### src/ter_queue.sv
// ----------------------------------------------------------------------------
// ter_queue: short record queue between front and back
// Register array with read and write pointers; push only when not full.
// ----------------------------------------------------------------------------
module ter_queue #(
    parameter int WIDTH = 8,
    parameter int DEPTH = 4,
    localparam int AW   = (DEPTH > 1) ? $clog2(DEPTH) : 1,
    localparam int CNTW = $clog2(DEPTH + 1)
) (
    input  logic             clk,
    input  logic             rst_n,
    input  logic             push,
    input  logic [WIDTH-1:0] push_data,
    output logic             full,
    output logic             pop_valid,
    input  logic             pop_ready,
    output logic [WIDTH-1:0] pop_data
);

    logic [WIDTH-1:0] mem [DEPTH];
    logic [AW-1:0]    wr_ptr_reg;
    logic [AW-1:0]    rd_ptr_reg;
    logic [CNTW-1:0]  count_reg;
    logic             do_push;
    logic             do_pop;

    assign full      = (count_reg == CNTW'(DEPTH));
    assign pop_valid = (count_reg != '0);
    assign do_push   = push && !full;
    assign do_pop    = pop_valid && pop_ready;
    assign pop_data  = mem[rd_ptr_reg];

    always_ff @(posedge clk)
    begin
        if (do_push)
        begin
            mem[wr_ptr_reg] <= push_data;
        end
    end

    always_ff @(posedge clk or negedge rst_n)
    begin
        if (!rst_n)
        begin
            wr_ptr_reg <= '0;
            rd_ptr_reg <= '0;
            count_reg  <= '0;
        end
        else
        begin
            if (do_push)
            begin
                wr_ptr_reg <= (wr_ptr_reg == AW'(DEPTH - 1)) ? '0 : wr_ptr_reg + 1'b1;
            end
            if (do_pop)
            begin
                rd_ptr_reg <= (rd_ptr_reg == AW'(DEPTH - 1)) ? '0 : rd_ptr_reg + 1'b1;
            end
            case ({do_push, do_pop})
                2'b10:   count_reg <= count_reg + 1'b1;
                2'b01:   count_reg <= count_reg - 1'b1;
                default: count_reg <= count_reg;
            endcase
        end
    end

endmodule

### config.mk
export PLATFORM = sky130hd
export DESIGN_NAME = ter_queue
export DESIGN_NICKNAME = d
export VERILOG_FILES = /design/src/ter_queue.sv
export SDC_FILE = /design/constraint.sdc
export NUM_CORES = 1
export LEC_CHECK = 0
export ABC_AREA = 0
export BUFFER_PORTS_ARGS = -buffer_cell sky130_fd_sc_hd__buf_2
export CAP_MARGIN = 20
export CORE_MARGIN = 8
export CORE_UTILIZATION = 45
export DETAILED_ROUTE_END_ITERATION = 6
export GPL_ROUTABILITY_DRIVEN = 0
export GPL_TIMING_DRIVEN = 0
export PLACE_DENSITY_LB_ADDON = 0.12
export SLEW_MARGIN = 20
export SYNTH_ARGS = -nofsm -noshare
export SYNTH_HDL_FRONTEND = slang
export SYNTH_SLANG_ARGS = --single-unit
### constraint.sdc
create_clock -name clk -period 2.5 [get_ports clk]
set_input_delay 0.375 -clock clk [delete_from_list [all_inputs] [get_ports clk]]
set_output_delay 0.375 -clock clk [all_outputs]
set_load 0.05 [all_outputs]
==> qor.yml <==
overflow: 0
cts_tree: "done"
postCtsSetupRepairBufs: 0
rows: 21
dr_total_vias: 789
finalCritPeriodShare_pct: 87.51
dp_hpwl_um: 1826
seq_area_um2: 1136
worstMarginPinSlew_ns: 0.5368
layout_common_cells: "edfxtp_1 (32), buf_2 (22), inv_1 (8), mux4_2 (8), dfrtp_1 (7)"
setup-tns-final_ns: 0
max_stage_delay_ns: 0.44
period_needed_ns: 2.188
clock_sink_count: 39
io-pin-count: 22
ys_warn_count: 0
power_density_nw_per_um2: 1305
drt_first_pass_iters: 4
yosys.cell_types.count: 19
met2_usage_pct: 16.83
maxCapViolations: 0
clkTransAtPathRegs_ns: 0.11
met3_usage_pct: 4.342
syn_inst: 83
numPortBuffers: 21
postSynthAreaPerCell_um2: 19.42
core_um2: 3390
busiest_layer: "met2"
cts.path.max_buffers: 2
holdCritPathClass: "input port to flip-flop"
wl_um: 2616
outcome: "completed"
rsz0062_at_grt: "no"
hold_viol: 0
yosysSeqAreaShare_pct: 70.50
drive_gt1_share_pct: 42.48
ctsHtreeMaxLevel: 2
path_cells: "or3b_4 > and2_4 > inv_1 > ha_1 > inv_1 > fa_1 > xor2_1 > nor2_1 > xor2_1"
clk_latency_ns: 0.33
critPathKind: "flip-flop to flip-flop"
root_buffer: "clkbuf_4"
die_w_um: 75.85
leakage_nw: 0.7394
layout_commonest_cell: "edfxtp_1"
grt_use_total_pct: 10.19
die_h_um: 75.85
cts_made_buffers: 5
wl_per_cell_um: 16.45
met1_usage_pct: 11.13
final_util_pct: 54.89
viasPerCell: 4.962
slew_violations: 0
endpoint_kind: "flip-flop"
arrival_ns: 2.45
synth_fp_nets: 102
ir_worst_vdd_mv: 0.5936
n_fill_cell: 282
grt_pass1_wl_um: 4133
grt_max_degree: 13
clock-skew-final_ns: 0.005191
syn_to_final_growth_pct: 15.45
largest_reg_flops: 32
hold_ws_ns: 0.2513
grt_pass1_vias: 858
die-area_um2: 5752
holdBufCountCts: 1
slew_headroom_pct: 64.21
critPathMaxFanout: 6
max_freq_mhz: 457.1
synth_area_um2: 1612
critPathLaunchType: "flip-flop"
required_ns: 2.76
multi_input_area_um2: 436.7
antenna_found_initial: 0
route.detailed.drc: 0
drt_iter0_drc: 76
cts_resized: 0
initial_core_util_pct: 47.55
ys_seq_elements: 39
setup_violations: 0
n_antenna_cell: 0
ant_nets: 0
crit_path_top_delay_cell: "or3b_4"
finalNetCount: 131
-- synth_stat cells --
cell type / instances / share of area, %
dfrtp_1: 7 / 11
and3_2: 4 / 1.9
ha_1: 6 / 4.7
or3b_4: 1 / 0.70
nand2_1: 1 / 0.23
inv_1: 8 / 1.9
nor2_1: 3 / 0.70
fa_1: 1 / 1.2
mux2_2: 2 / 1.4
buf_1: 1 / 0.23
mux4_2: 8 / 11
buf_2: 1 / 0.31
or3_2: 1 / 0.47
mux2i_1: 1 / 0.62
xor2_1: 2 / 1.1
mux2_4: 2 / 1.9
xnor2_1: 1 / 0.54
and2_4: 1 / 0.54
edfxtp_1: 32 / 60
-- kinds of logic (layout without fill, tap and decap cells) --
logic type                 count (synthesis)  count (layout)  share of synthesized area (%)
DFF                                       39              39                          70.50
muxes                                     13              13                          15.06
and+or+nand+nor                           11              11                          4.503
buffers and inverters                     10              40                          2.406
adders and majority gates                  7               7                          5.901
xor gates and xnor gates                   3               3                          1.631
-- final timing paths --
| check | depth (start not counted) | end | startpoint | slack [ns] |
|---|---|---|---|---|
| max | 9 | count_reg[2] | count_reg[0] | 0.31 |
| max in group asynchronous | 2 | count_reg[0] | rst_n | 1.96 |
| min in group asynchronous | 2 | wr_ptr_reg[0] | rst_n | 0.38 |
| max reg2reg | 9 | count_reg[2] | count_reg[0] | 0.31 |
| min reg2reg | 1 | count_reg[2] | count_reg[2] | 0.51 |
| min | 1 | mem[2][7] | push_data[7] | 0.25 |
-- power breakdown --
part | internal [mW] | switching (mW) | total (mW)
registers | 0.879 | 0.0694 | 0.949
logic | 0.386 | 0.690 | 1.08
clock network | 0.206 | 0.197 | 0.403
total | 1.47 | 0.957 | 2.43
-- layer usage --
metal	vias up	wire (um)
li1	369	-
met1	395	1064
met2	21	1340
met3	4	184
met4	0	27
met5	-	0
-- cell type report --
type                       instances  area share (%)
clock buffer                       5           2.017
timing repair buffer              22           6.187
buffer                             2          0.4707
tap                               46           3.093
sequential                        39           61.06
multi-input combinational         34           23.47
inverter                           8           1.614
clock inverter                     3           2.085
-- worst max-delay path: cells and delay by family (launching register included) --
family	cells	cell delay, ns
xor+xnor	2	0.29
flops	1	0.43
simple gates	3	0.74
fa+ha+maj	2	0.56
buf+inv	2	0.11
-- per-stage QoR --
stage,area (um^2),total power [mW],worst slack (ns),instances
final,1861,2.428,0.3123,159
after global routing,1861,2.558,0.2043,159
after CTS,1861,2.461,0.2954,159
after detailed placement,1774,2.060,0.3353,150
after global placement,1774,2.026,0.3473,150
after floorplan,1612,1.814,0.3788,83
(Power assumes the default switching activity.)
