==> src/ter_pkg.sv <==
// ----------------------------------------------------------------------------
// ter_pkg: shared types and constants of the triangle edge rasterizer
// Field widths, register indexes, request codes and the record that the
// front part hands to the back part through the queue.
// ----------------------------------------------------------------------------
package ter_pkg;

    localparam int VERT_W      = 16;
    localparam int COLOR_W     = 32;
    localparam int OUT_COORD_W = 12;
    localparam int INDEX_W     = 24;
    localparam int CFG_INDEX_W = 2;
    localparam int CFG_DATA_W  = 13;

    localparam int FRAME_W_RESET = 640;
    localparam int FRAME_H_RESET = 480;

    localparam logic [CFG_INDEX_W-1:0] REG_FRAME_WIDTH  = 2'd0;
    localparam logic [CFG_INDEX_W-1:0] REG_FRAME_HEIGHT = 2'd1;

    localparam logic REQ_LOAD = 1'b0;
    localparam logic REQ_TICK = 1'b1;

    typedef logic signed [VERT_W-1:0] vert_t;

    typedef struct packed {
        vert_t v0x;
        vert_t v0y;
        vert_t v1x;
        vert_t v1y;
        vert_t v2x;
        vert_t v2y;
    } tri_t;

    // What a queued record asks of the back part
    typedef enum logic [1:0] {
        KIND_LOAD,
        KIND_IDLE,
        KIND_WALK
    } rec_kind_t;

    typedef struct packed {
        rec_kind_t kind;
        logic      done;
    } rec_ctl_t;

endpackage

==> src/ter_front.sv <==
// ----------------------------------------------------------------------------
// ter_front: request classifier and box walker
// Forms the pixel bounding box on a load beat and steps through it one
// pixel per tick beat, emitting one record per beat for the back part.
// ----------------------------------------------------------------------------
module ter_front #(
    parameter int MAX_DIM   = 4096,
    parameter int FRAC_BITS = 4,
    localparam int CW = $clog2(MAX_DIM),
    localparam int FW = $clog2(MAX_DIM + 1)
) (
    input  logic              clk,
    input  logic              rst_n,
    input  logic              accept,
    input  logic              req_type,
    input  ter_pkg::tri_t     tri_in,
    input  logic [FW-1:0]     width_clamped,
    input  logic [FW-1:0]     height_clamped,
    output ter_pkg::rec_ctl_t rec_ctl,
    output logic [CW-1:0]     rec_x,
    output logic [CW-1:0]     rec_y
);

    localparam int BW = ((FW > ter_pkg::VERT_W) ? FW : ter_pkg::VERT_W) + 2;

    logic          walking_reg;
    logic [CW-1:0] col_reg;
    logic [CW-1:0] row_reg;
    logic [CW-1:0] lo_x_reg;
    logic [CW-1:0] lo_y_reg;
    logic [CW-1:0] hi_x_reg;
    logic [CW-1:0] hi_y_reg;

    ter_pkg::vert_t    mn_x, mx_x, mn_y, mx_y;
    logic signed [BW-1:0] fl_mn_x, fl_mx_x, fl_mn_y, fl_mx_y;
    logic signed [BW-1:0] lim_x, lim_y;
    logic signed [BW-1:0] lo_x, lo_y, hi_x, hi_y;
    logic                 box_empty;
    logic                 col_end;
    logic                 row_end;

    function automatic ter_pkg::vert_t min3(ter_pkg::vert_t a, ter_pkg::vert_t b,
                                            ter_pkg::vert_t c);
        ter_pkg::vert_t m;
        m = a;
        if (b < m) m = b;
        if (c < m) m = c;
        return m;
    endfunction

    function automatic ter_pkg::vert_t max3(ter_pkg::vert_t a, ter_pkg::vert_t b,
                                            ter_pkg::vert_t c);
        ter_pkg::vert_t m;
        m = a;
        if (b > m) m = b;
        if (c > m) m = c;
        return m;
    endfunction

    // Bounding box: arithmetic shift floors to whole pixels
    always_comb
    begin
        mn_x    = min3(tri_in.v0x, tri_in.v1x, tri_in.v2x);
        mx_x    = max3(tri_in.v0x, tri_in.v1x, tri_in.v2x);
        mn_y    = min3(tri_in.v0y, tri_in.v1y, tri_in.v2y);
        mx_y    = max3(tri_in.v0y, tri_in.v1y, tri_in.v2y);
        fl_mn_x = BW'(mn_x >>> FRAC_BITS);
        fl_mx_x = BW'(mx_x >>> FRAC_BITS);
        fl_mn_y = BW'(mn_y >>> FRAC_BITS);
        fl_mx_y = BW'(mx_y >>> FRAC_BITS);
        lim_x   = $signed(BW'(width_clamped) - BW'(1));
        lim_y   = $signed(BW'(height_clamped) - BW'(1));
        lo_x    = fl_mn_x[BW-1] ? '0 : fl_mn_x;
        lo_y    = fl_mn_y[BW-1] ? '0 : fl_mn_y;
        hi_x    = (fl_mx_x > lim_x) ? lim_x : fl_mx_x;
        hi_y    = (fl_mx_y > lim_y) ? lim_y : fl_mx_y;
        box_empty = (hi_x < lo_x) || (hi_y < lo_y);
    end

    assign col_end = (col_reg >= hi_x_reg);
    assign row_end = (row_reg >= hi_y_reg);

    always_comb
    begin
        rec_ctl.kind = ter_pkg::KIND_IDLE;
        rec_ctl.done = 1'b1;
        rec_x        = '0;
        rec_y        = '0;
        if (req_type == ter_pkg::REQ_LOAD)
        begin
            rec_ctl.kind = ter_pkg::KIND_LOAD;
            rec_ctl.done = box_empty;
        end
        else if (walking_reg)
        begin
            rec_ctl.kind = ter_pkg::KIND_WALK;
            rec_ctl.done = col_end && row_end;
            rec_x        = col_reg;
            rec_y        = row_reg;
        end
    end

    always_ff @(posedge clk or negedge rst_n)
    begin
        if (!rst_n)
        begin
            walking_reg <= 1'b0;
            col_reg     <= '0;
            row_reg     <= '0;
            lo_x_reg    <= '0;
            lo_y_reg    <= '0;
            hi_x_reg    <= '0;
            hi_y_reg    <= '0;
        end
        else if (accept)
        begin
            if (req_type == ter_pkg::REQ_LOAD)
            begin
                if (box_empty)
                begin
                    walking_reg <= 1'b0;
                    col_reg     <= '0;
                    row_reg     <= '0;
                    lo_x_reg    <= '0;
                    lo_y_reg    <= '0;
                    hi_x_reg    <= '0;
                    hi_y_reg    <= '0;
                end
                else
                begin
                    walking_reg <= 1'b1;
                    col_reg     <= CW'(lo_x);
                    row_reg     <= CW'(lo_y);
                    lo_x_reg    <= CW'(lo_x);
                    lo_y_reg    <= CW'(lo_y);
                    hi_x_reg    <= CW'(hi_x);
                    hi_y_reg    <= CW'(hi_y);
                end
            end
            else if (walking_reg)
            begin
                // advance column first, wrap to next row at the right edge
                if (col_end)
                begin
                    col_reg <= lo_x_reg;
                    if (row_end)
                    begin
                        walking_reg <= 1'b0;
                    end
                    else
                    begin
                        row_reg <= row_reg + 1'b1;
                    end
                end
                else
                begin
                    col_reg <= col_reg + 1'b1;
                end
            end
        end
    end

endmodule

==> config.mk <==
export PLATFORM = sky130hd
export DESIGN_NAME = ter_front
export DESIGN_NICKNAME = d
export VERILOG_FILES = /design/src/ter_pkg.sv /design/src/ter_front.sv
export SDC_FILE = /design/constraint.sdc
export NUM_CORES = 1
export LEC_CHECK = 0
export BUFFER_PORTS_ARGS = -buffer_cell sky130_fd_sc_hd__buf_2
export CAP_MARGIN = 25
export CORE_ASPECT_RATIO = 1.25
export CORE_MARGIN = 10
export CORE_UTILIZATION = 55
export DETAILED_ROUTE_END_ITERATION = 8
export PLACE_DENSITY = 0.79
export SLEW_MARGIN = 20
export SYNTH_ARGS = -nofsm -noshare
export SYNTH_HDL_FRONTEND = slang
export SYNTH_SLANG_ARGS = --single-unit
==> constraint.sdc <==
create_clock -name clk -period 15.6 [get_ports clk]
set_input_delay 3.12 -clock clk [delete_from_list [all_inputs] [get_ports clk]]
set_output_delay 3.12 -clock clk [all_outputs]
set_load 0.02 [all_outputs]
==> impl_metrics.ini <==
[floorplan]
die_area_mm2 = 0.02314
core_mm2 = 0.01698
die_w_um = 138.1
die_h_um = 167.6
ios = 153
num_rows = 53
initial_utilization_pct = 56.47

[routing]
num_vias = 9991
drt_first_pass_iters = 5
routed_wirelength_um = 29440
drt_drc_violations_left = 0
wl_per_cell_um = 18.26
drtIter0Drc = 879
via_per_inst = 6.198
drtAntennaViolNets = 0

[clock_network]
cts_resized = 0
cts-root-buf = clkbuf_16
cts_tree = done
cts_htree_levels = 3
cts.path.max_buffers = 2
post_cts_buffers = 0
insertion_delay_ns = 0.33
cts_made_buffers = 9
cts.sinks = 60
clk_pin_slew_worst_paths_ns = 0.05
cts_hold_buf = 0

[sta]
report.final.setup_viol = 0
timing.final.crit_share_pct = 92.92
fin_crit_ns = 14.49
max_clock_freq_ghz = 0.06899
drv_slew = 0
relSlewSlack_pct = 46.94
whs_ns = 0.4791
finalHoldViolations = 0
worstMarginPinSlew_ns = 0.7958
worst_clock_skew_ns = 0.007194
rsz0062_at_grt = false
fin_setup_tns_ns = 0

[global_route]
grt_overflow = 0
grt_pass1_wl_um = 47250
grt_start_max_net_pins = 61
antenna_found_initial = 0
grt_util_all_layers_pct = 23.82
grt_pass1_vias = 9814

[logic_synthesis]
yosysTopAreaCellShare_pct = 21.40
syn_inst = 1262
synth_top_area_cell = ha_1
synth_area_per_cell_um2 = 7.596
synth_fp_nets = 1552
synth-async-reset-ratio_pct = 100.0
synth_area_leaders = ha_1, dfrtp_1, a21oi_1
seq_area_frac_synth_pct = 15.66
synth_edf_count = 0
synth_cell_types = 81
syn_area_mm2 = 0.009587
ys.flop_type = dfrtp_1
yosysWarnings = 0
synth-seq-cells = 60

[worst_setup_path]
start_kind = input port
crit_type = input port to primary output
crit_end = rec_ctl[0]
worstPathRequired_ns = 12.48
cpPeakStageDelay_ns = 0.51
reg2reg_to = row_reg[1]$_DFFE_PN0P_
regToRegSetupSlack_ns = 11.56
crit_path_frequent_cell = a21oi_1
cp-startpoint = tri_in[95]
slowest_stage = ha_1
reg2reg_depth = 16
cp-end-kind = primary output
timing.rr.start = row_reg[0]$_DFFE_PN0P_
arrival_ns = 11.37
critPathMaxFanout = 24

[placement]
io_buffers = 152
place_hpwl_um = 24090
placed_cells = 1596
gp_congestion = 0.9555

[cells_and_area]
fin_cells = 1612
syn_to_final_growth_pct = 13.13
antenna_cells = 0
layout-drive-gt1-share_pct = 15.73
nets = 1677
postLayoutCoreUtil_pct = 63.89

[min_path]
hold_path.startpoint = lo_x_reg[1]$_DFFE_PN0P_
min_path_cells = 2
min_path_type = register to register

[outcome]
status = completed

[power]
p_leak_nw = 5.337
p_per_area_mw_per_mm2 = 131.6
ir_drop_mv = 0.1210
power_mw = 1.427

[job]
max_cap_viol_count = 0
==> worst max-delay path: cells and delay by family <==
kind                     cells  cell delay [ns]
AO/OA/AOI/OAI               20             4.48
adder cells (fa/ha/maj)      4             1.45
AND/OR/NAND/NOR              6             1.35
buffers and inverters        4             0.57
multiplexers                 1             0.36
==> where the power goes <==
group          internal, mW  switching, mW  leakage (nW)
clock                 0.165         0.0726         0.173
sequential            0.221         0.0651         0.797
combinational         0.363          0.541          4.37
total                 0.749          0.678          5.34
==> Yosys cell counts, types with 30 or more instances <==
library cell / instances
ha_1: 164
nand2_1: 125
a21oi_1: 118
nor2_1: 103
inv_1: 91
dfrtp_1: 60
o21ai_0: 59
mux2i_1: 48
and3_1: 38
a21o_1: 37
clkbuf_1: 35
o31ai_1: 31
nand3_1: 30
==> cell families after synthesis <==
group / after synthesis / share of synthesized area, %
AND/OR/NAND/NOR: 441 / 22.80
buffers and inverters: 142 / 6.030
XOR/XNOR: 31 / 2.911
AO/OA/AOI/OAI: 364 / 24.75
flip-flops: 60 / 15.66
multiplexers: 59 / 6.343
adder cells (fa/ha/maj): 165 / 21.51
==> layer usage <==
layer	vias up	routed length [um]	global-route usage (%)
met5	-	0	0
met1	4619	11200	24.81
met2	352	15080	44.71
met3	101	1549	3.707
met4	0	1614	12.63
li1	4919	-	-
==> layout by cell type, fill, tap and decap left out, types with 17 or more instances in the layout <==
cell | netlist | final
a21o_1 | 37 | 37
a21oi_1 | 118 | 118
a31oi_1 | 18 | 17
and3_1 | 38 | 38
buf_2 | 3 | 152
dfrtp_1 | 60 | 60
ha_1 | 164 | 164
inv_1 | 91 | 91
mux2i_1 | 48 | 48
nand2_1 | 125 | 125
nand2b_1 | 20 | 20
nand3_1 | 30 | 30
nand4_1 | 24 | 24
nor2_1 | 103 | 103
nor3_1 | 26 | 26
o21ai_0 | 59 | 59
o22ai_1 | 19 | 19
o31ai_1 | 31 | 31
==> area by class of cell <==
type	count	area [um2]
Clock buffer	12	256.5
Sequential cell	60	1501
Fill cell	1575	6131
Inverter	92	345.3
Tap cell	220	275.3
Clock inverter	4	95.09
Multi-Input combinational cell	1060	7521
Timing Repair Buffer	164	850.8
==> how the worst min path moves through the flow <==
stage	to	slack, ns
floorplan	lo_x_reg[1]$_DFFE_PN0P_	0.45
global placement	lo_x_reg[4]$_DFFE_PN0P_	0.46
detailed placement	lo_x_reg[6]$_DFFE_PN0P_	0.47
CTS	lo_x_reg[6]$_DFFE_PN0P_	0.48
global route	lo_x_reg[1]$_DFFE_PN0P_	0.50
finish	lo_x_reg[1]$_DFFE_PN0P_	0.48
==> through the flow <==
| step | area (um2) | setup slack (ns) |
|---|---|---|
| 2_1_floorplan | 9587 | 1.120 |
| 3_3_place_gp | 10490 | 1.192 |
| 3_5_place_dp | 10490 | 1.209 |
| 4_1_cts | 10850 | 1.174 |
| 5_1_grt | 10850 | 0.4141 |
| 6_report | 10850 | 1.105 |
(Power assumes the default switching activity.)
